[config.mk]
export PLATFORM = sky130hd
export DESIGN_NAME = timer_event_callback_dispatcher_core
export DESIGN_NICKNAME = d
export VERILOG_FILES = /design/src/sv/tedc_pkg.sv /design/src/sv/timer_event_callback_dispatcher_core.sv /design/src/sv/tedc_table.sv /design/src/sv/tedc_seq.sv
export SDC_FILE = /design/constraint.sdc
export NUM_CORES = 1
export LEC_CHECK = 0
export ABC_CLOCK_PERIOD_IN_PS = 4550
export BUFFER_PORTS_ARGS = -buffer_cell sky130_fd_sc_hd__buf_2
export CAP_MARGIN = 20
export CORE_MARGIN = 10
export CORE_UTILIZATION = 29
export DETAILED_ROUTE_END_ITERATION = 16
export PLACE_DENSITY_LB_ADDON = 0.1
export SLEW_MARGIN = 20
export SYNTH_ARGS = -nofsm -noshare
export SYNTH_HDL_FRONTEND = slang
export SYNTH_SLANG_ARGS = --single-unit
[constraint.sdc]
create_clock -name clk -period 4.55 [get_ports clk]
set_input_delay 0.2275 -clock clk [delete_from_list [all_inputs] [get_ports clk]]
set_output_delay 0.2275 -clock clk [all_outputs]
set_load 0.02 [all_outputs]
[src/sv/tedc_pkg.sv]
package tedc_pkg;

    // table geometry
    localparam int TABLE_SLOTS = 32;
    localparam int SLOT_W      = (TABLE_SLOTS > 1) ? $clog2(TABLE_SLOTS) : 1;
    localparam int SLOT_IN_W   = 5;

    // field widths
    localparam int OP_W    = 2;
    localparam int EV_W    = 4;
    localparam int TAG_W   = 8;
    localparam int KIND_W  = 2;
    localparam int RATIO_W = 16;
    localparam int PHASE_W = 4;
    localparam int CFG_IDX_W = 1;

    // register indexes
    localparam logic [CFG_IDX_W-1:0] REG_FAST_RATIO   = 1'b0;
    localparam logic [CFG_IDX_W-1:0] REG_SECOND_RATIO = 1'b1;

    localparam logic [RATIO_W-1:0] RATIO_RST = 16'd10;

    // event codes
    localparam logic [EV_W-1:0] EV_BASE     = 4'd0;
    localparam logic [EV_W-1:0] EV_FAST_DIV = 4'd1;
    localparam logic [EV_W-1:0] EV_SLOW     = 4'd2;
    localparam logic [EV_W-1:0] EV_STAG0    = 4'd3;
    localparam logic [EV_W-1:0] EV_SECOND   = 4'd8;

    // slow phase constants
    localparam logic [PHASE_W-1:0] PHASE_WRAP      = 4'd10;
    localparam logic [PHASE_W-1:0] PHASE_LAST_STAG = 4'd8;
    localparam logic [PHASE_W-1:0] PHASE_SECOND    = 4'd9;

    typedef enum logic [OP_W-1:0] {
        OP_FAST = 2'd0,
        OP_SLOW = 2'd1,
        OP_SUB  = 2'd2,
        OP_DONE = 2'd3
    } op_t;

    typedef enum logic [KIND_W-1:0] {
        KIND_FIRE = 2'd0,
        KIND_SUB  = 2'd1,
        KIND_FULL = 2'd2
    } kind_t;

    typedef enum logic [1:0] {
        ST_IDLE,
        ST_SCAN,
        ST_SEARCH,
        ST_DRAIN
    } state_t;

    typedef struct packed {
        kind_t                kind;
        logic [SLOT_IN_W-1:0] slot;
        logic [EV_W-1:0]      ev;
        logic [TAG_W-1:0]     tag;
        logic                 last;
    } res_t;

    typedef struct packed {
        logic valid;
        res_t res;
    } push_t;

    typedef struct packed {
        logic              wr_en;
        logic [SLOT_W-1:0] wr_idx;
        logic [EV_W-1:0]   wr_ev;
        logic [TAG_W-1:0]  wr_tag;
        logic              clr_en;
        logic [SLOT_W-1:0] clr_idx;
    } tbl_cmd_t;

endpackage

[src/sv/timer_event_callback_dispatcher_core.sv]
// timer event dispatcher with a 32-slot subscriber table
//
// input channel (in_valid/in_ready) carries one item: a fast tick, a slow
// tick, a subscribe request or a completion report, selected by opcode.
// output channel (out_valid/out_ready) carries result items: callback fires,
// subscribe acknowledgements or table-full reports; last marks the final
// result of an item. config writes (cfg_we, cfg_index, cfg_data) set
// fast_ratio and second_ratio and take effect at once.
//
// sequencing: a tick walks the table one slot per cycle through a single
// compare unit, pausing while a hit waits on a stalled output; a second
// raised event sends it through the table once more, then it enters the
// drain state, and the next item is taken once the block is back in idle.
// a hit is held in a pending register and reaches the output when the next
// hit or the drain state hands it over. a subscribe walks slots until the
// first free one, or reports the table full after the last slot, then
// drains and returns to idle. a completion report is handled in idle and
// yields no result; the walk or drain waits while the output is stalled.
//
// reset clears all active marks and counters and sets both ratios to 10; no
// clearing pass is needed. a stalled receiver holds the output register;
// the table walk pauses on the next hit until that register frees up.
module timer_event_callback_dispatcher_core (
    input  logic                            clk,
    input  logic                            rst_n,
    // configuration
    input  logic                            cfg_we,
    input  logic [tedc_pkg::CFG_IDX_W-1:0]  cfg_index,
    input  logic [tedc_pkg::RATIO_W-1:0]    cfg_data,
    // input items
    input  logic                            in_valid,
    output logic                            in_ready,
    input  logic [tedc_pkg::OP_W-1:0]       opcode,
    input  logic [tedc_pkg::EV_W-1:0]       event_id,
    input  logic [tedc_pkg::TAG_W-1:0]      handler_tag,
    input  logic [tedc_pkg::SLOT_IN_W-1:0]  slot,
    input  logic                            keep_active,
    // result items
    output logic                            out_valid,
    input  logic                            out_ready,
    output logic [tedc_pkg::KIND_W-1:0]     kind,
    output logic [tedc_pkg::SLOT_IN_W-1:0]  slot_res,
    output logic [tedc_pkg::EV_W-1:0]       event_id_res,
    output logic [tedc_pkg::TAG_W-1:0]      handler_tag_res,
    output logic                            last
);
    import tedc_pkg::*;

    logic [RATIO_W-1:0] fast_ratio_reg;
    logic [RATIO_W-1:0] second_ratio_reg;

    logic               out_valid_reg, out_valid_next;
    res_t               out_reg;

    push_t              push;
    tbl_cmd_t           tbl_cmd;
    logic [SLOT_W-1:0]  rd_idx;
    logic               rd_active;
    logic [EV_W-1:0]    rd_event;
    logic [TAG_W-1:0]   rd_tag;
    logic               out_free;

    // ratio registers; the user must write them only while idle, the block itself does not enforce it
    always_ff @(posedge clk or negedge rst_n)
    begin
        if (!rst_n)
        begin
            fast_ratio_reg   <= RATIO_RST;
            second_ratio_reg <= RATIO_RST;
        end
        else if (cfg_we)
        begin
            unique case (cfg_index)
                REG_FAST_RATIO:   fast_ratio_reg   <= cfg_data;
                REG_SECOND_RATIO: second_ratio_reg <= cfg_data;
                default:          fast_ratio_reg   <= fast_ratio_reg;
            endcase
        end
    end

    // subscriber storage
    tedc_table u_table (
        .clk       (clk),
        .rst_n     (rst_n),
        .cmd       (tbl_cmd),
        .rd_idx    (rd_idx),
        .rd_active (rd_active),
        .rd_event  (rd_event),
        .rd_tag    (rd_tag)
    );

    // sequencer: decode, prescalers and slot walk
    tedc_seq u_seq (
        .clk          (clk),
        .rst_n        (rst_n),
        .in_valid     (in_valid),
        .in_ready     (in_ready),
        .opcode       (opcode),
        .event_id     (event_id),
        .handler_tag  (handler_tag),
        .slot         (slot),
        .keep_active  (keep_active),
        .fast_ratio   (fast_ratio_reg),
        .second_ratio (second_ratio_reg),
        .out_free     (out_free),
        .push         (push),
        .tbl_cmd      (tbl_cmd),
        .rd_idx       (rd_idx),
        .rd_active    (rd_active),
        .rd_event     (rd_event),
        .rd_tag       (rd_tag)
    );

    // output register decouples the walk from the receiver
    assign out_free = !out_valid_reg || out_ready;

    always_comb
    begin
        if (push.valid)
        begin
            out_valid_next = 1'b1;
        end
        else if (out_ready)
        begin
            out_valid_next = 1'b0;
        end
        else
        begin
            out_valid_next = out_valid_reg;
        end
    end

    always_ff @(posedge clk or negedge rst_n)
    begin
        if (!rst_n)
        begin
            out_valid_reg <= 1'b0;
        end
        else
        begin
            out_valid_reg <= out_valid_next;
        end
    end

    always_ff @(posedge clk)
    begin
        if (push.valid)
        begin
            out_reg <= push.res;
        end
    end

    assign out_valid       = out_valid_reg;
    assign kind            = out_reg.kind;
    assign slot_res        = out_reg.slot;
    assign event_id_res    = out_reg.ev;
    assign handler_tag_res = out_reg.tag;
    assign last            = out_reg.last;

endmodule

[src/sv/tedc_table.sv]
module tedc_table (
    input  logic                       clk,
    input  logic                       rst_n,
    input  tedc_pkg::tbl_cmd_t         cmd,
    input  logic [tedc_pkg::SLOT_W-1:0] rd_idx,
    output logic                       rd_active,
    output logic [tedc_pkg::EV_W-1:0]  rd_event,
    output logic [tedc_pkg::TAG_W-1:0] rd_tag
);
    import tedc_pkg::*;

    logic [TABLE_SLOTS-1:0] active_reg;
    logic [EV_W-1:0]        event_reg [TABLE_SLOTS];
    logic [TAG_W-1:0]       tag_reg   [TABLE_SLOTS];

    // active marks clear at reset
    always_ff @(posedge clk or negedge rst_n)
    begin
        if (!rst_n)
        begin
            active_reg <= '0;
        end
        else
        begin
            if (cmd.wr_en)
            begin
                active_reg[cmd.wr_idx] <= 1'b1;
            end
            if (cmd.clr_en)
            begin
                active_reg[cmd.clr_idx] <= 1'b0;
            end
        end
    end

    // entry payload, meaningful only while active
    always_ff @(posedge clk)
    begin
        if (cmd.wr_en)
        begin
            event_reg[cmd.wr_idx] <= cmd.wr_ev;
            tag_reg[cmd.wr_idx]   <= cmd.wr_tag;
        end
    end

    assign rd_active = active_reg[rd_idx];
    assign rd_event  = event_reg[rd_idx];
    assign rd_tag    = tag_reg[rd_idx];

endmodule

[src/sv/tedc_seq.sv]
module tedc_seq (
    input  logic                           clk,
    input  logic                           rst_n,
    input  logic                           in_valid,
    output logic                           in_ready,
    input  logic [tedc_pkg::OP_W-1:0]      opcode,
    input  logic [tedc_pkg::EV_W-1:0]      event_id,
    input  logic [tedc_pkg::TAG_W-1:0]     handler_tag,
    input  logic [tedc_pkg::SLOT_IN_W-1:0] slot,
    input  logic                           keep_active,
    input  logic [tedc_pkg::RATIO_W-1:0]   fast_ratio,
    input  logic [tedc_pkg::RATIO_W-1:0]   second_ratio,
    input  logic                           out_free,
    output tedc_pkg::push_t                push,
    output tedc_pkg::tbl_cmd_t             tbl_cmd,
    output logic [tedc_pkg::SLOT_W-1:0]    rd_idx,
    input  logic                           rd_active,
    input  logic [tedc_pkg::EV_W-1:0]      rd_event,
    input  logic [tedc_pkg::TAG_W-1:0]     rd_tag
);
    import tedc_pkg::*;

    localparam logic [SLOT_W-1:0] LAST_IDX = SLOT_W'(TABLE_SLOTS - 1);

    state_t             state_reg, state_next;
    logic [SLOT_W-1:0]  idx_reg, idx_next;
    logic [EV_W-1:0]    cur_ev_reg, cur_ev_next;
    logic [EV_W-1:0]    ev_b_reg, ev_b_next;
    logic               has_b_reg, has_b_next;
    logic [EV_W-1:0]    sub_ev_reg, sub_ev_next;
    logic [TAG_W-1:0]   sub_tag_reg, sub_tag_next;
    logic               pend_valid_reg, pend_valid_next;
    res_t               pend_reg, pend_next;
    logic [RATIO_W-1:0] fast_count_reg, fast_count_next;
    logic [PHASE_W-1:0] phase_reg, phase_next;
    logic [RATIO_W-1:0] second_count_reg, second_count_next;

    logic [RATIO_W-1:0] fast_inc;
    logic [RATIO_W-1:0] second_inc;
    logic [PHASE_W-1:0] phase_inc;
    logic [PHASE_W-1:0] phase_wrap;
    logic               match;
    logic               slot_ok;

    assign fast_inc   = fast_count_reg + 1'b1;
    assign second_inc = second_count_reg + 1'b1;
    assign phase_inc  = phase_reg + 1'b1;
    assign phase_wrap = (phase_inc >= PHASE_WRAP) ? '0 : phase_inc;
    // shared compare unit: one slot per cycle unless a hit waits on a stalled output
    assign match      = rd_active && (rd_event == cur_ev_reg);
    assign slot_ok    = (SLOT_IN_W + 1)'(slot) < (SLOT_IN_W + 1)'(TABLE_SLOTS);
    assign rd_idx     = idx_reg;

    always_ff @(posedge clk or negedge rst_n)
    begin
        if (!rst_n)
        begin
            state_reg        <= ST_IDLE;
            idx_reg          <= '0;
            has_b_reg        <= 1'b0;
            pend_valid_reg   <= 1'b0;
            fast_count_reg   <= '0;
            phase_reg        <= '0;
            second_count_reg <= '0;
        end
        else
        begin
            state_reg        <= state_next;
            idx_reg          <= idx_next;
            has_b_reg        <= has_b_next;
            pend_valid_reg   <= pend_valid_next;
            fast_count_reg   <= fast_count_next;
            phase_reg        <= phase_next;
            second_count_reg <= second_count_next;
        end
    end

    always_ff @(posedge clk)
    begin
        cur_ev_reg  <= cur_ev_next;
        ev_b_reg    <= ev_b_next;
        sub_ev_reg  <= sub_ev_next;
        sub_tag_reg <= sub_tag_next;
        pend_reg    <= pend_next;
    end

    always_comb
    begin
        state_next        = state_reg;
        idx_next          = idx_reg;
        cur_ev_next       = cur_ev_reg;
        ev_b_next         = ev_b_reg;
        has_b_next        = has_b_reg;
        sub_ev_next       = sub_ev_reg;
        sub_tag_next      = sub_tag_reg;
        pend_valid_next   = pend_valid_reg;
        pend_next         = pend_reg;
        fast_count_next   = fast_count_reg;
        phase_next        = phase_reg;
        second_count_next = second_count_reg;
        in_ready          = 1'b0;
        push              = '0;
        tbl_cmd           = '0;

        unique case (state_reg)
            ST_IDLE:
            begin
                in_ready = 1'b1;
                if (in_valid)
                begin
                    idx_next = '0;
                    unique case (op_t'(opcode))
                        OP_FAST:
                        begin
                            cur_ev_next = EV_BASE;
                            state_next  = ST_SCAN;
                            if (fast_inc >= fast_ratio)
                            begin
                                fast_count_next = '0;
                                has_b_next      = 1'b1;
                                ev_b_next       = EV_FAST_DIV;
                            end
                            else
                            begin
                                fast_count_next = fast_inc;
                                has_b_next      = 1'b0;
                            end
                        end
                        OP_SLOW:
                        begin
                            cur_ev_next = EV_SLOW;
                            state_next  = ST_SCAN;
                            phase_next  = phase_wrap;
                            has_b_next  = 1'b0;
                            if ((phase_wrap <= PHASE_LAST_STAG) && !phase_wrap[0])
                            begin
                                has_b_next = 1'b1;
                                ev_b_next  = EV_STAG0 + EV_W'(phase_wrap[PHASE_W-1:1]);
                            end
                            else if (phase_wrap == PHASE_SECOND)
                            begin
                                if (second_inc >= second_ratio)
                                begin
                                    second_count_next = '0;
                                    has_b_next        = 1'b1;
                                    ev_b_next         = EV_SECOND;
                                end
                                else
                                begin
                                    second_count_next = second_inc;
                                end
                            end
                        end
                        OP_SUB:
                        begin
                            sub_ev_next  = event_id;
                            sub_tag_next = handler_tag;
                            state_next   = ST_SEARCH;
                        end
                        OP_DONE:
                        begin
                            if (!keep_active && slot_ok)
                            begin
                                tbl_cmd.clr_en  = 1'b1;
                                tbl_cmd.clr_idx = slot[SLOT_W-1:0];
                            end
                        end
                        default:
                        begin
                            state_next = ST_IDLE;
                        end
                    endcase
                end
            end

            ST_SCAN:
            begin
                // a hit must move the held result out first
                if (!(match && pend_valid_reg && !out_free))
                begin
                    if (match)
                    begin
                        push.valid      = pend_valid_reg;
                        push.res        = pend_reg;
                        pend_valid_next = 1'b1;
                        pend_next.kind  = KIND_FIRE;
                        pend_next.slot  = SLOT_IN_W'(idx_reg);
                        pend_next.ev    = cur_ev_reg;
                        pend_next.tag   = rd_tag;
                        pend_next.last  = 1'b0;
                    end
                    if (idx_reg == LAST_IDX)
                    begin
                        idx_next = '0;
                        if (has_b_reg)
                        begin
                            cur_ev_next = ev_b_reg;
                            has_b_next  = 1'b0;
                        end
                        else
                        begin
                            state_next = ST_DRAIN;
                        end
                    end
                    else
                    begin
                        idx_next = idx_reg + 1'b1;
                    end
                end
            end

            ST_SEARCH:
            begin
                if (!rd_active)
                begin
                    tbl_cmd.wr_en   = 1'b1;
                    tbl_cmd.wr_idx  = idx_reg;
                    tbl_cmd.wr_ev   = sub_ev_reg;
                    tbl_cmd.wr_tag  = sub_tag_reg;
                    pend_valid_next = 1'b1;
                    pend_next.kind  = KIND_SUB;
                    pend_next.slot  = SLOT_IN_W'(idx_reg);
                    pend_next.ev    = sub_ev_reg;
                    pend_next.tag   = sub_tag_reg;
                    pend_next.last  = 1'b0;
                    state_next      = ST_DRAIN;
                end
                else if (idx_reg == LAST_IDX)
                begin
                    pend_valid_next = 1'b1;
                    pend_next.kind  = KIND_FULL;
                    pend_next.slot  = '0;
                    pend_next.ev    = sub_ev_reg;
                    pend_next.tag   = sub_tag_reg;
                    pend_next.last  = 1'b0;
                    state_next      = ST_DRAIN;
                end
                else
                begin
                    idx_next = idx_reg + 1'b1;
                end
            end

            ST_DRAIN:
            begin
                if (!pend_valid_reg)
                begin
                    state_next = ST_IDLE;
                end
                else if (out_free)
                begin
                    push.valid      = 1'b1;
                    push.res        = pend_reg;
                    push.res.last   = 1'b1;
                    pend_valid_next = 1'b0;
                    state_next      = ST_IDLE;
                end
            end

            default:
            begin
                state_next = ST_IDLE;
            end
        endcase
    end

endmodule

# After elaboration in Yosys (flattened, before gate mapping)
# Memory sizes are Yosys's and may differ from the RTL's.
# Cells that the tools add are included.
# classes
add_sub_neg	5
magnitude_cmp	9
n_eq_ne	24
muxes	75
bitwise_logic	5
n_reduce_logical	32
# ops
cell	count
$mux W21	4
$mux W20	4
$mux W32	2
$pmux W21 S2	1
$pmux W20 S2	1
$mux W18	2
$mux W4	9
$add A16 B1 Y16 const B	2
$and A32 B32 Y32	1
$ge A16 B16 Y1	2
$mux W16	2
$not A32 Y32	1
$or A32 B32 Y32	1
$mux W5	5
$mux W6	4
$pmux W4 S2	3
$mux W1	21
$lt A5 B6 Y1 const B	3
$mux W2	8
$pmux W5 S3	1
$reduce_and A5 Y1	3
$reduce_and A6 Y1	2
$demux W1 S5	2
$ge A5 B1 Y1 const B	2
other kinds (32)	64
# totals
register_bits	170
ram_bits	384
elab_cells	177
memories	2
# mem_list
memory	depth	width	read_ports	rd_ports_with_merged_regs	wr	line_no	source
u_table.tag_reg	32	8	1	0	1	tedc_table.sv:14	logic [TAG_W-1:0] tag_reg [TABLE_SLOTS];
u_table.event_reg	32	4	1	0	1	tedc_table.sv:13	logic [EV_W-1:0] event_reg [TABLE_SLOTS];

# Longest topological paths before layout
# Gate-level depths: netlist of run 1.
# logic_depth
ltp_word	12
ltp_mapped	15
mapped_depth_nobuf	14

# Hierarchy
# Synthesis of run 1 repeated with hierarchy kept, for this count alone.
# unflattened
hier_cells	1647
area_unflattened_um2	24183.2
# modules_own_cells
mod	instances	cells_each	area_each_um2	seq_area_each_um2
tedc_table	1	988	16703.5	12331.8
tedc_seq	1	567	5584.1	2297.2
timer_event_callback_dispatcher_core	1	92	1895.6	1431.4

# Worst setup path before layout of run 1
# No wires, ideal clock.
# synth_path
kind	register to register
from	register u_seq.fast_count_reg[2]
to	register u_seq.ev_b_reg[0], enable pin
setup_ns	0.377
arrival_time_ns	3.238
required_time_ns	4.173
slack_ns	0.935
path_stages_with_launch	16
path_buffers	1
path_cell_list	dfrtp_1 -> nand2_1 -> nor2_1 -> and3_1 -> and3_1 -> and2_1 -> nand2_1 -> xnor2_1 -> ha_1 -> nand4_1 -> nor3_1 -> o21ai_0 -> a21oi_1 -> clkbuf_1 -> nor2_1 -> nor4_1
# synth_between
elab_chain_cells	4
# synth_lines
item	line_no	source
start, declared	tedc_seq.sv:34	logic [RATIO_W-1:0] fast_count_reg, fast_count_next;
start signal, assigned	tedc_seq.sv:72	fast_count_reg <= fast_count_next;
$add A16 B1 Y16	tedc_seq.sv:45	assign fast_inc = fast_count_reg + 1'b1;
$ge A16 B16 Y1	tedc_seq.sv:117	if (fast_inc >= fast_ratio)
$ne A2 B1 Y1 (no line)	n/a	
$reduce_and A6 Y1 (no line)	n/a	
end signal, assigned	tedc_seq.sv:81	ev_b_reg <= ev_b_next;
end, declared	tedc_seq.sv:28	logic [EV_W-1:0] ev_b_reg, ev_b_next;
# No other way between the ends.
# A chain may end at the register's enable or synchronous reset.

# Worst setup path in the final report of run 1
# layout_path
from	register u_seq.second_count_reg[0]
to	register u_seq.ev_b_reg[0], enable pin
# layout_between
elab_chain_cells	4
# layout_lines
item	line_no	source
start, declared	tedc_seq.sv:36	logic [RATIO_W-1:0] second_count_reg, second_count_next;
start signal, assigned	tedc_seq.sv:74	second_count_reg <= second_count_next;
$add A16 B1 Y16	tedc_seq.sv:46	assign second_inc = second_count_reg + 1'b1;
$ge A16 B16 Y1	tedc_seq.sv:142	if (second_inc >= second_ratio)
$ne A3 B1 Y1 (no line)	n/a	
$reduce_and A6 Y1 (no line)	n/a	
# No other way between the ends.

==> impl_metrics.json, run 1 <==
{
  "status": "completed",
  "synth_area_leaders": "edfxtp_1 56%, dfrtp_1 11%, mux2i_1 5.3%",
  "post_drt_wl_per_cell_microns": 23.2,
  "antenna_found_initial": 7,
  "ys_types": 72,
  "worst_pin_slew_ps": 936,
  "post-dp-hpwl_mm": 43.1,
  "crit_path_end_kind": "flop",
  "setup_violations": 0,
  "grt_max_degree": 87,
  "core_area_sq_mm": 0.0808,
  "cts_resized": 0,
  "setup_slack_ps": 557,
  "post-place-ws_ps": 488,
  "cts_buffers": 61,
  "multi_input_area_sq_mm": 0.00714,
  "slew_headroom_pct": 36.7,
  "die_h_microns": 306,
  "finalHoldViolations": 0,
  "drv_slew": 0,
  "worst-path-max-fanout": 6,
  "diodes": 0,
  "fmax_ghz": 0.250,
  "grt_pass1_vias": 14600,
  "seq_area_frac_synth_pct": 67.7,
  "startpoint_type": "flop",
  "fp-row-count": 104,
  "nNetsFinal": 1868,
  "largest_register_ffs": 256,
  "drive_gt1_share_pct": 18.0,
  "reg2reg_from": "u_seq.second_count_reg[0]",
  "n_fill_cell": 7789,
  "io_buffers": 63,
  "synth_edf_count": 443,
  "path_clk_slew_ps": 60,
  "yosysTopAreaCell": "edfxtp_1",
  "vias": 14000,
  "start_util_pct": 29.3,
  "die_area_sq_mm": 0.0936,
  "h-tree-depth": 2,
  "maxCapViolations": 0,
  "synth_top_cell_area_share_pct": 56.1,
  "grt_pass1_wl_mm": 99.3,
  "yosys_most_used_dff": "edfxtp_1",
  "r2r_cells": 13,
  "clk_latency_ps": 650,
  "ant_nets": 0,
  "drt-initial-drc-count": 884,
  "skew_ps": 61.9,
  "arrival_ps": 4260,
  "synthArstFlopShare_pct": 19.9,
  "p_leak_nw": 10.1,
  "critPathKind": "reg2reg",
  "seq_area_sq_mm": 0.0161,
  "crit_required_ps": 4810,
  "synth_warnings": 0,
  "rsz0062_at_grt": "false",
  "finalCriticalPeriod_ps": 3990,
  "grt_overflow": 0,
  "drt_wl_total_mm": 67.1,
  "viasPerCell": 4.83,
  "period_share_pct": 87.8,
  "fin_tns_setup_ps": 0,
  "hold_path.class": "in2async",
  "reg2reg_slack_ps": 560,
  "clock-root-buffer": "clkbuf_16",
  "hold_slack_ps": 25.9,
  "r2r-end": "u_seq.ev_b_reg[0]",
  "ys_ff_latch": 553,
  "place_congestion": 0.785,
  "cts.path.max_buffers": 3,
  "drc": 0,
  "cts_setup_buffers": 0,
  "cts_tree": "built",
  "die_width_microns": 306,
  "drtPass1Iterations": 5,
  "vdd_drop_max_uv": 366,
  "cts.sinks": 553,
  "io_pins": 64,
  "synthCells": 1604,
  "syn_nets": 1690,
  "area_growth_pct": 18.7,
  "grt.total_usage_pct": 14.1,
  "p_per_area_mw_per_mm2": 506,
  "syn_avg_cell_area_sq_um": 14.8,
  "syn_area_sq_mm": 0.0237
}
==> layout by cell type (no fill, tap or decap), types with 22 or more instances in the layout <==
master | Yosys | final
a21oi_1 | 38 | 37
a2bb2oi_1 | 32 | 32
and2_1 | 39 | 36
buf_2 | 15 | 62
buf_4 | 5 | 86
clkbuf_16 | 0 | 62
dfrtp_1 | 106 | 103
dlygate4sd3_1 | 0 | 34
edfxtp_1 | 443 | 443
ha_1 | 44 | 44
inv_1 | 42 | 42
mux2_2 | 28 | 28
mux2i_1 | 126 | 126
mux4_2 | 37 | 37
nand2_1 | 110 | 110
nand2b_1 | 22 | 22
nand3_1 | 25 | 25
nor2_1 | 84 | 84
nor2b_1 | 33 | 32
o21ai_0 | 92 | 92
==> synthesized netlist by cell type, drive strengths merged, types with 35 or more instances <==
cell,n
nand2,110
edfxtp,443
clkbuf,38
mux4,39
buf,35
inv,42
mux2i,126
a21oi,38
nor2,85
ha,44
o21ai,93
dfrtp,106
and2,40
==> area by class of cell <==
cell class              instances  share of cell area (%)
clock buffers                  86                    6.05
repair buffers                188                    5.06
clock inverters                27                    1.13
well taps                    1060                    4.71
multi-input cells             936                    25.4
inverters                      42                   0.560
flip-flops and latches        553                    57.1
==> worst max path at each step <==
stage	startpoint	to
after floorplan	u_seq.fast_count_reg[2]	u_seq.ev_b_reg[0]
after global placement	u_seq.second_count_reg[0]	u_seq.second_count_reg[5]
after detailed placement	u_seq.second_count_reg[0]	u_seq.ev_b_reg[0]
after CTS	u_seq.second_count_reg[0]	u_seq.ev_b_reg[3]
after global routing	u_seq.fast_count_reg[0]	u_seq.fast_count_reg[0]
final	u_seq.second_count_reg[0]	u_seq.ev_b_reg[0]
==> metrics by stage <==
| step | utilization [%] | total power, mW | instances | instance area (sq um) |
|---|---|---|---|---|
| CTS | 34.8 | 14.5 | 2891 | 28100 |
| global placement | 31.9 | 9.40 | 2744 | 25700 |
| detailed placement | 31.9 | 9.43 | 2744 | 25700 |
| floorplan | - | 8.31 | 1604 | 23700 |
| finish | 34.8 | 14.2 | 2892 | 28100 |
| global route | 34.8 | 14.9 | 2892 | 28100 |
==> kinds of logic (layout without fill, tap and decap cells) <==
group	count (synthesis)	after routing	share of synthesized area, %
flops	553	553	67.7
simple gates	376	376	7.96
compound gates	289	289	8.12
mux	193	193	10.4
buf+inv	115	343	2.23
fa+ha+maj	44	44	2.32
xor+xnor	34	34	1.26
==> critical path: stages, from the launching register on <==
cell	delay [ps]
dfrtp_1	430
ha_1	250
and3_1	210
nand3_1	220
nor2_1	320
and3_1	220
xor2_1	80
ha_1	300
nand4_1	100
nor2_1	160
o2111ai_1	140
o221ai_1	380
a21boi_0	230
nor4_1	610
==> power by group <==
group	internal, mW	switching, mW
combinational	1.24	1.84
sequential	5.96	0.223
clock	2.94	2.04
total	10.1	4.11
==> routing by layer <==
layer	global-route usage (%)	wire length, microns
met1	18.4	30400
met5	0	101
met2	24.2	33000
met4	3.41	1300
met3	2.29	2370
==> repair_timing <==
action | CTS | global route
endpoints found under the hold margin | 118 | 0
hold buffers | 34 | 0
setup endpoints to repair | 0 | 0
Power figures use the tool's default switching activity.
==> run 2, diff against run 1 <==
Settings changed: ABC_AREA from default to 1, ABC_CLOCK_PERIOD_IN_PS 4550 to default.
==> run 2 against run 1 <==
  * Worst hold slack better by 11 ps
  * Global-route usage increased by 1.1 points
  * Sequential cell count stayed put
  * Routed wire length is 9.1% higher
  * Sequential share of layout area decreased by 0.92 points
  * Register-to-register slack improved by 40 ps
  * Cell area rose by 1.6%
  * Clock power is 4.6% higher
  * Setup slack improved by 40 ps
  * Synthesized cell count grew 43%
  * Critical endpoint is now u_seq.ev_b_reg[1]
  * Largest cell class unchanged
==> impl_metrics.json, run 2 <==
{
  "synth-simple-area-share_pct": 16.5,
  "die_width_microns": 309,
  "p_per_area_mw_per_mm2": 509,
  "place_congestion": 0.797,
  "synthCells": 2294,
  "clk_latency_ps": 620,
  "fmax_ghz": 0.253,
  "finalCriticalPeriod_ps": 3950,
  "path_clk_slew_ps": 50,
  "synth_edf_count": 443,
  "synthTopCellsByCount": "443 x edfxtp_1, 434 x nand2_1, 319 x nor2_1",
  "crit_path_end_kind": "flop",
  "io_pins": 64,
  "synth_top_family_by_area": "simple AND/OR/NAND/NOR gates",
  "core_area_sq_mm": 0.0833,
  "h-tree-depth": 3,
  "synthAdderAreaFrac_pct": 2.27,
  "grt_pass1_vias": 17300,
  "final_cell_mix": "443 x edfxtp_1, 434 x nand2_1, 306 x nor2_1",
  "cts.path.max_buffers": 3,
  "synth_top_cell_area_share_pct": 54.8,
  "synth-xor-area-share_pct": 0.866,
  "cts_buffers": 68,
  "syn_nets": 2380,
  "nNetsFinal": 2503,
  "hold_path.class": "in2reg",
  "final_common_cell": "edfxtp_1",
  "slew_headroom_pct": 38.3,
  "grt_max_degree": 160,
  "grt_pass1_wl_mm": 110,
  "met3_usage_pct": 2.11,
  "fp-row-count": 106,
  "finalHoldViolations": 0,
  "vdd_drop_max_uv": 252,
  "vias": 17000,
  "drtPass1Iterations": 5,
  "syn_area_sq_mm": 0.0243,
  "start_util_pct": 29.2,
  "period_share_pct": 86.9,
  "ant_nets": 0,
  "use_met2_pct": 25.9,
  "cp_cell_sequence": "nand3_1 -> nor4_1 -> nand3_1 -> nor2_1 -> nand4_1 -> xor2_1 -> ha_1 -> nand2_1 -> nor2_1 -> nand4_1 -> o311ai_0 -> buf_4 -> nand2_1 -> a221oi_1",
  "area_growth_pct": 17.8,
  "worst-path-max-fanout": 5,
  "critPathBufInv": 1,
  "synth_warnings": 0,
  "drt_wl_total_mm": 73.2,
  "rsz0062_at_grt": "false",
  "setup_violations": 0,
  "post-dp-hpwl_mm": 46.4,
  "status": "completed",
  "die_h_microns": 309,
  "cpPeakStageDelay_ps": 550,
  "cp_top_family": "simple AND/OR/NAND/NOR gates",
  "yosys_most_used_dff": "edfxtp_1",
  "drc": 0,
  "syn_avg_cell_area_sq_um": 10.6,
  "cts_tree": "built",
  "grt.met1_usage_pct": 19.6,
  "min_from": "opcode[1]",
  "arrival_ps": 4190,
  "crit_required_ps": 4790,
  "antenna_found_initial": 3,
  "die_area_sq_mm": 0.0957,
  "critPathKind": "reg2reg",
  "synth_mux_area_share_pct": 0,
  "seq_area_sq_mm": 0.0161,
  "skew_ps": 29.4,
  "drt-initial-drc-count": 1184,
  "reg2reg_from": "u_seq.second_count_reg[0]",
  "io_buffers": 63,
  "synthArstFlopShare_pct": 19.9,
  "grt_overflow": 0,
  "fin_tns_setup_ps": 0,
  "startpoint_type": "flop",
  "largest_register_ffs": 256,
  "cts.sinks": 553,
  "cts_setup_buffers": 0,
  "ys_ff_latch": 553,
  "multi_input_area_sq_mm": 0.00705,
  "yosysTopAreaCell": "edfxtp_1",
  "synth_compound_area_share_pct": 9.26,
  "crit_start": "u_seq.second_count_reg[0]",
  "n_fill_cell": 8393,
  "grt.total_usage_pct": 15.2,
  "grt.busiest_layer": "met2",
  "slowest_stage": "a221oi_1",
  "worst_pin_slew_ps": 926,
  "viasPerCell": 4.79,
  "drive_gt1_share_pct": 12.3,
  "synth_area_leaders": "edfxtp_1 55%, dfrtp_1 11%, nand2_1 6.7%",
  "ys_types": 46,
  "finalPower_mw": 14.5,
  "p_leak_nw": 11.6,
  "drv_slew": 0,
  "seq_area_frac_synth_pct": 66.1,
  "maxCapViolations": 0,
  "clock-root-buffer": "clkbuf_16",
  "yosysMostFrequentCell": "edfxtp_1",
  "post_drt_wl_per_cell_microns": 20.6
}
[run 2: cell types whose count changed after synthesis, moves of 32 or more]
| cell | delta |
|---|---|
| nand3_1 | +93 |
| nor2b_1 | -33 |
| o21ai_0 | +145 |
| nand2_1 | +324 |
| o22ai_1 | +64 |
| nor2_1 | +235 |
| and2_1 | -39 |
| inv_1 | +139 |
| mux4_2 | -37 |
| clkbuf_1 | +32 |
| a2bb2oi_1 | -32 |
| mux2i_1 | -126 |
[run 2: metal layers]
| metal | part of all wire [%] | vias to the layer above | routed length [microns] |
|---|---|---|---|
| li1 | - | 8165 | - |
| met1 | 44 | 8380 | 32500 |
| met2 | 49 | 359 | 35700 |
| met3 | 4.1 | 107 | 2990 |
| met4 | 2.7 | 4 | 1990 |
| met5 | 0.029 | - | 21 |
[run 2: layout make-up]
class	instances	share of cell area, %
Inverter	196	2.59
Multi-Input combinational cell	1435	24.6
Sequential cell	553	56.2
Timing Repair Buffer	163	4.31
Clock buffer	79	6.24
Clock inverter	45	1.28
Tap cell	1080	4.73
Antenna cell	2	0.0175
[run 2: logic make-up (layout without fill, tap and decap cells)]
logic type	count (synthesis)	in the layout
flip-flops	553	553
other	0	2
adder cells (fa/ha/maj)	44	44
buffers and inverters	306	483
XOR/XNOR	24	24
AO/OA/AOI/OAI	412	412
AND/OR/NAND/NOR	955	955
[run 2: stage by stage]
| stage | std cells | utilization [%] | instance area (sq um) | worst slack (ps) | hold slack (ps) |
|---|---|---|---|---|---|
| after CTS | 3551 | 34.3 | 28600 | 595 | 3.52 |
| after global placement | 3397 | 31.4 | 26100 | 687 | 427 |
| after floorplan | 2294 | - | 24300 | 1030 | -68.1 |
| final | 3553 | 34.3 | 28600 | 597 | 36.5 |
| after detailed placement | 3397 | 31.4 | 26100 | 635 | 432 |
| after global routing | 3552 | 34.3 | 28600 | 230 | 34.6 |
[run 2: repair_timing]
item	4_1_cts	5_1_grt
hold buffers	30	0
resized for setup	0	0
endpoints found under the hold margin	110	0
[run 2: worst register-to-register path: stages, from the launching register on]
cell and delay (ps):
dfrtp_1 410, nand3_1 160, nor4_1 380, nand3_1 220, nor2_1 280, nand4_1 150
xor2_1 180, ha_1 300, nand2_1 70, nor2_1 150, nand4_1 130, o311ai_0 340
buf_4 200, nand2_1 80, a221oi_1 550
[run 2: report_power, final]
part	switching [mW]	leakage [nW]	total, mW	internal (mW)
Combinational	2.22	4.72	3.14	0.918
Clock	2.19	1.06	5.21	3.01
Sequential	0.227	5.77	6.20	5.97
[run 2: final timing paths]
kind                                 endpoint  slack [ps]  cells past startpoint
max                         u_seq.ev_b_reg[1]         600                     14
min                         u_seq.ev_b_reg[0]          40                      3
max reg2reg                 u_seq.ev_b_reg[1]         600                     14
min reg2reg                fast_ratio_reg[12]         480                      2
max in group asynchronous     u_seq.rd_idx[0]        3030                      3
min in group asynchronous           out_valid         270                      2
==> run 3, diff against run 2 <==
Settings changed: CELL_PAD_IN_SITES_DETAIL_PLACEMENT from default to 1, CELL_PAD_IN_SITES_GLOBAL_PLACEMENT from default to 1.
==> run 3 against run 2 <==
  * First-iteration DRC count fell by 9.7%
  * Register-to-register slack better by 30 ps
  * Worst hold slack improved by 2.5 ps
  * Count of clock-buffer cells in the layout increased by 15
  * Sequential share of layout area fell by 0.14 points
  * Clock power increased by 2%
  * Routed wire length rose by 6.7%
  * Combinational power grew 3%
  * Maximum frequency rose by 0.69%
  * Critical path type unchanged
  * Largest cell class unchanged
  * Highest routed layer unchanged
==> impl_metrics.json, run 3 (synthesis results as in run 2) <==
{
  "drt-initial-drc-count": 1069,
  "fin_util_pct": 34.4,
  "start_util_pct": 29.2,
  "multi_input_area_sq_mm": 0.00705,
  "clock-root-buffer": "clkbuf_16",
  "clkPwrFrac_pct": 36.2,
  "cts_buffers": 69,
  "cts_resized": 0,
  "place_congestion": 0.777,
  "seq_area_sq_mm": 0.0161,
  "post-dp-hpwl_mm": 50.5,
  "drt_wl_total_mm": 78.1,
  "drive_gt1_share_pct": 12.6,
  "path_clk_slew_ps": 60,
  "use_met2_pct": 28.3,
  "cp_cell_sequence": "nand3_1 -> nor4_1 -> nand3_1 -> nor2_1 -> nand4_1 -> xor2_1 -> ha_1 -> nand2_1 -> nor2_1 -> nand4_1 -> o311ai_0 -> buf_4 -> nand2_1 -> a221oi_1",
  "p_seq_share_pct": 42.0,
  "grt.total_usage_pct": 16.4,
  "core_area_sq_mm": 0.0833,
  "area_growth_pct": 18.1,
  "io_buffers": 63,
  "fp-row-count": 106,
  "diodes": 0,
  "io_pins": 64,
  "finalCriticalPeriod_ps": 3930,
  "worst-path-max-fanout": 5,
  "period_share_pct": 86.3,
  "viasPerCell": 4.83,
  "n_fill_cell": 9286,
  "internal_power_mw": 10.1,
  "rsz0062_at_grt": "false",
  "maxCapViolations": 0,
  "die_area_sq_mm": 0.0957,
  "critPathKind": "reg2reg",
  "drv_slew": 0,
  "grt_pass1_vias": 18300,
  "setup_violations": 0,
  "finalHoldViolations": 0,
  "met3_usage_pct": 2.53,
  "crit_path_end_kind": "flop",
  "post_drt_wl_per_cell_microns": 21.9,
  "worst_pin_slew_ps": 986,
  "slowest_stage": "a221oi_1",
  "grt_pass1_wl_mm": 118,
  "cts_setup_buffers": 0,
  "crit_required_ps": 4800,
  "largest_register_ffs": 256,
  "final_common_cell": "edfxtp_1",
  "fin_tns_setup_ps": 0,
  "drc": 0,
  "clk_latency_ps": 620,
  "ant_nets": 0,
  "placed_cells": 3410,
  "die_width_microns": 309,
  "die_h_microns": 309,
  "arrival_ps": 4180,
  "p_per_area_mw_per_mm2": 514,
  "final_cells": 3565,
  "h-tree-depth": 3,
  "vdd_drop_max_uv": 241,
  "p_switching_mw": 4.68,
  "grt.met1_usage_pct": 21.0,
  "startpoint_type": "flop",
  "hold_path.class": "in2reg",
  "cts.sinks": 553,
  "vias": 17200,
  "slew_headroom_pct": 34.0,
  "nNetsFinal": 2517,
  "grt.busiest_layer": "met2",
  "switching_share_pct": 31.7,
  "p_leak_nw": 11.6,
  "cts_tree": "built",
  "cts.path.max_buffers": 3,
  "drtPass1Iterations": 5,
  "antenna_found_initial": 3,
  "final_cell_mix": "443 x edfxtp_1, 434 x nand2_1, 305 x nor2_1",
  "combPwrFrac_pct": 21.8,
  "status": "completed",
  "skew_ps": 26.2,
  "grt_overflow": 0,
  "cpPeakStageDelay_ps": 570,
  "fmax_ghz": 0.255,
  "grt_max_degree": 70
}
==> run 3: cell types whose count changed in the layout (fill, tap and decap cells not counted), sizes merged <==
cell / delta
clkinv: -12
diode: -2
clkbuf: +15
inv: -2
buf: +13
==> run 3: cell type report <==
type | instances | area share, %
Inverter | 196 | 2.58
Clock buffer | 94 | 6.75
Multi-Input combinational cell | 1435 | 24.6
Tap cell | 1080 | 4.71
Timing Repair Buffer | 176 | 4.42
Sequential cell | 553 | 56.0
Clock inverter | 31 | 0.886
==> run 3: metal layers <==
metal | up-vias | wire (microns) | part of all wire [%]
met5 | - | 40 | 0.051
met4 | 6 | 1710 | 2.2
met3 | 92 | 2590 | 3.3
met2 | 226 | 38700 | 50
met1 | 8722 | 35000 | 45
li1 | 8183 | - | -
==> run 3: what timing repair did <==
action / 4_1_cts / 5_1_grt
endpoints found under the setup margin: 0 / 0
hold endpoints to repair: 82 / 0
hold buffers: 30 / 0
==> run 3: path summary, 6_finish.rpt <==
kind	end	cells after the start	slack (ps)	from
worst max register to register	u_seq.ev_b_reg[0]	14	620	u_seq.second_count_reg[0]
worst min register to register	second_ratio_reg[6]	2	490	second_ratio_reg[6]
worst max-delay path	u_seq.ev_b_reg[0]	14	620	u_seq.second_count_reg[0]
worst min-delay path	u_table.active_reg[7]	3	40	slot[3]
min in group asynchronous	u_seq.state_reg[1]	2	180	rst_n
max in group asynchronous	u_seq.rd_idx[0]	3	3240	rst_n
==> run 3: per-stage QoR <==
stage                     total power, mW  instance area, sq um  worst slack, ps  hold slack (ps)
after floorplan                      8.31                 24300             1030            -68.1
final                                14.7                 28700              624             39.0
after global routing                 15.6                 28700              259             41.0
after detailed placement             9.56                 26200              598              299
after CTS                            15.0                 28700              579             3.14
after global placement               9.47                 26200              750              292
==> run 3: power by group through the flow <==
stage | Combinational (mW) | Clock (mW) | Sequential [mW]
after CTS | 3.30 | 5.50 | 6.19
after global routing | 3.65 | 5.70 | 6.23
final | 3.22 | 5.33 | 6.19
after detailed placement | 3.27 | 0 | 6.29
after global placement | 3.19 | 0 | 6.28
after floorplan | 2.06 | 0 | 6.25
==> run 3: worst max-delay path: cells and delay by family, from the launching register on <==
kind            cells  cell delay [ps]
xor+xnor            1              190
fa+ha+maj           1              300
flops               1              420
buf+inv             1              200
simple gates        9             1540
compound gates      2              910
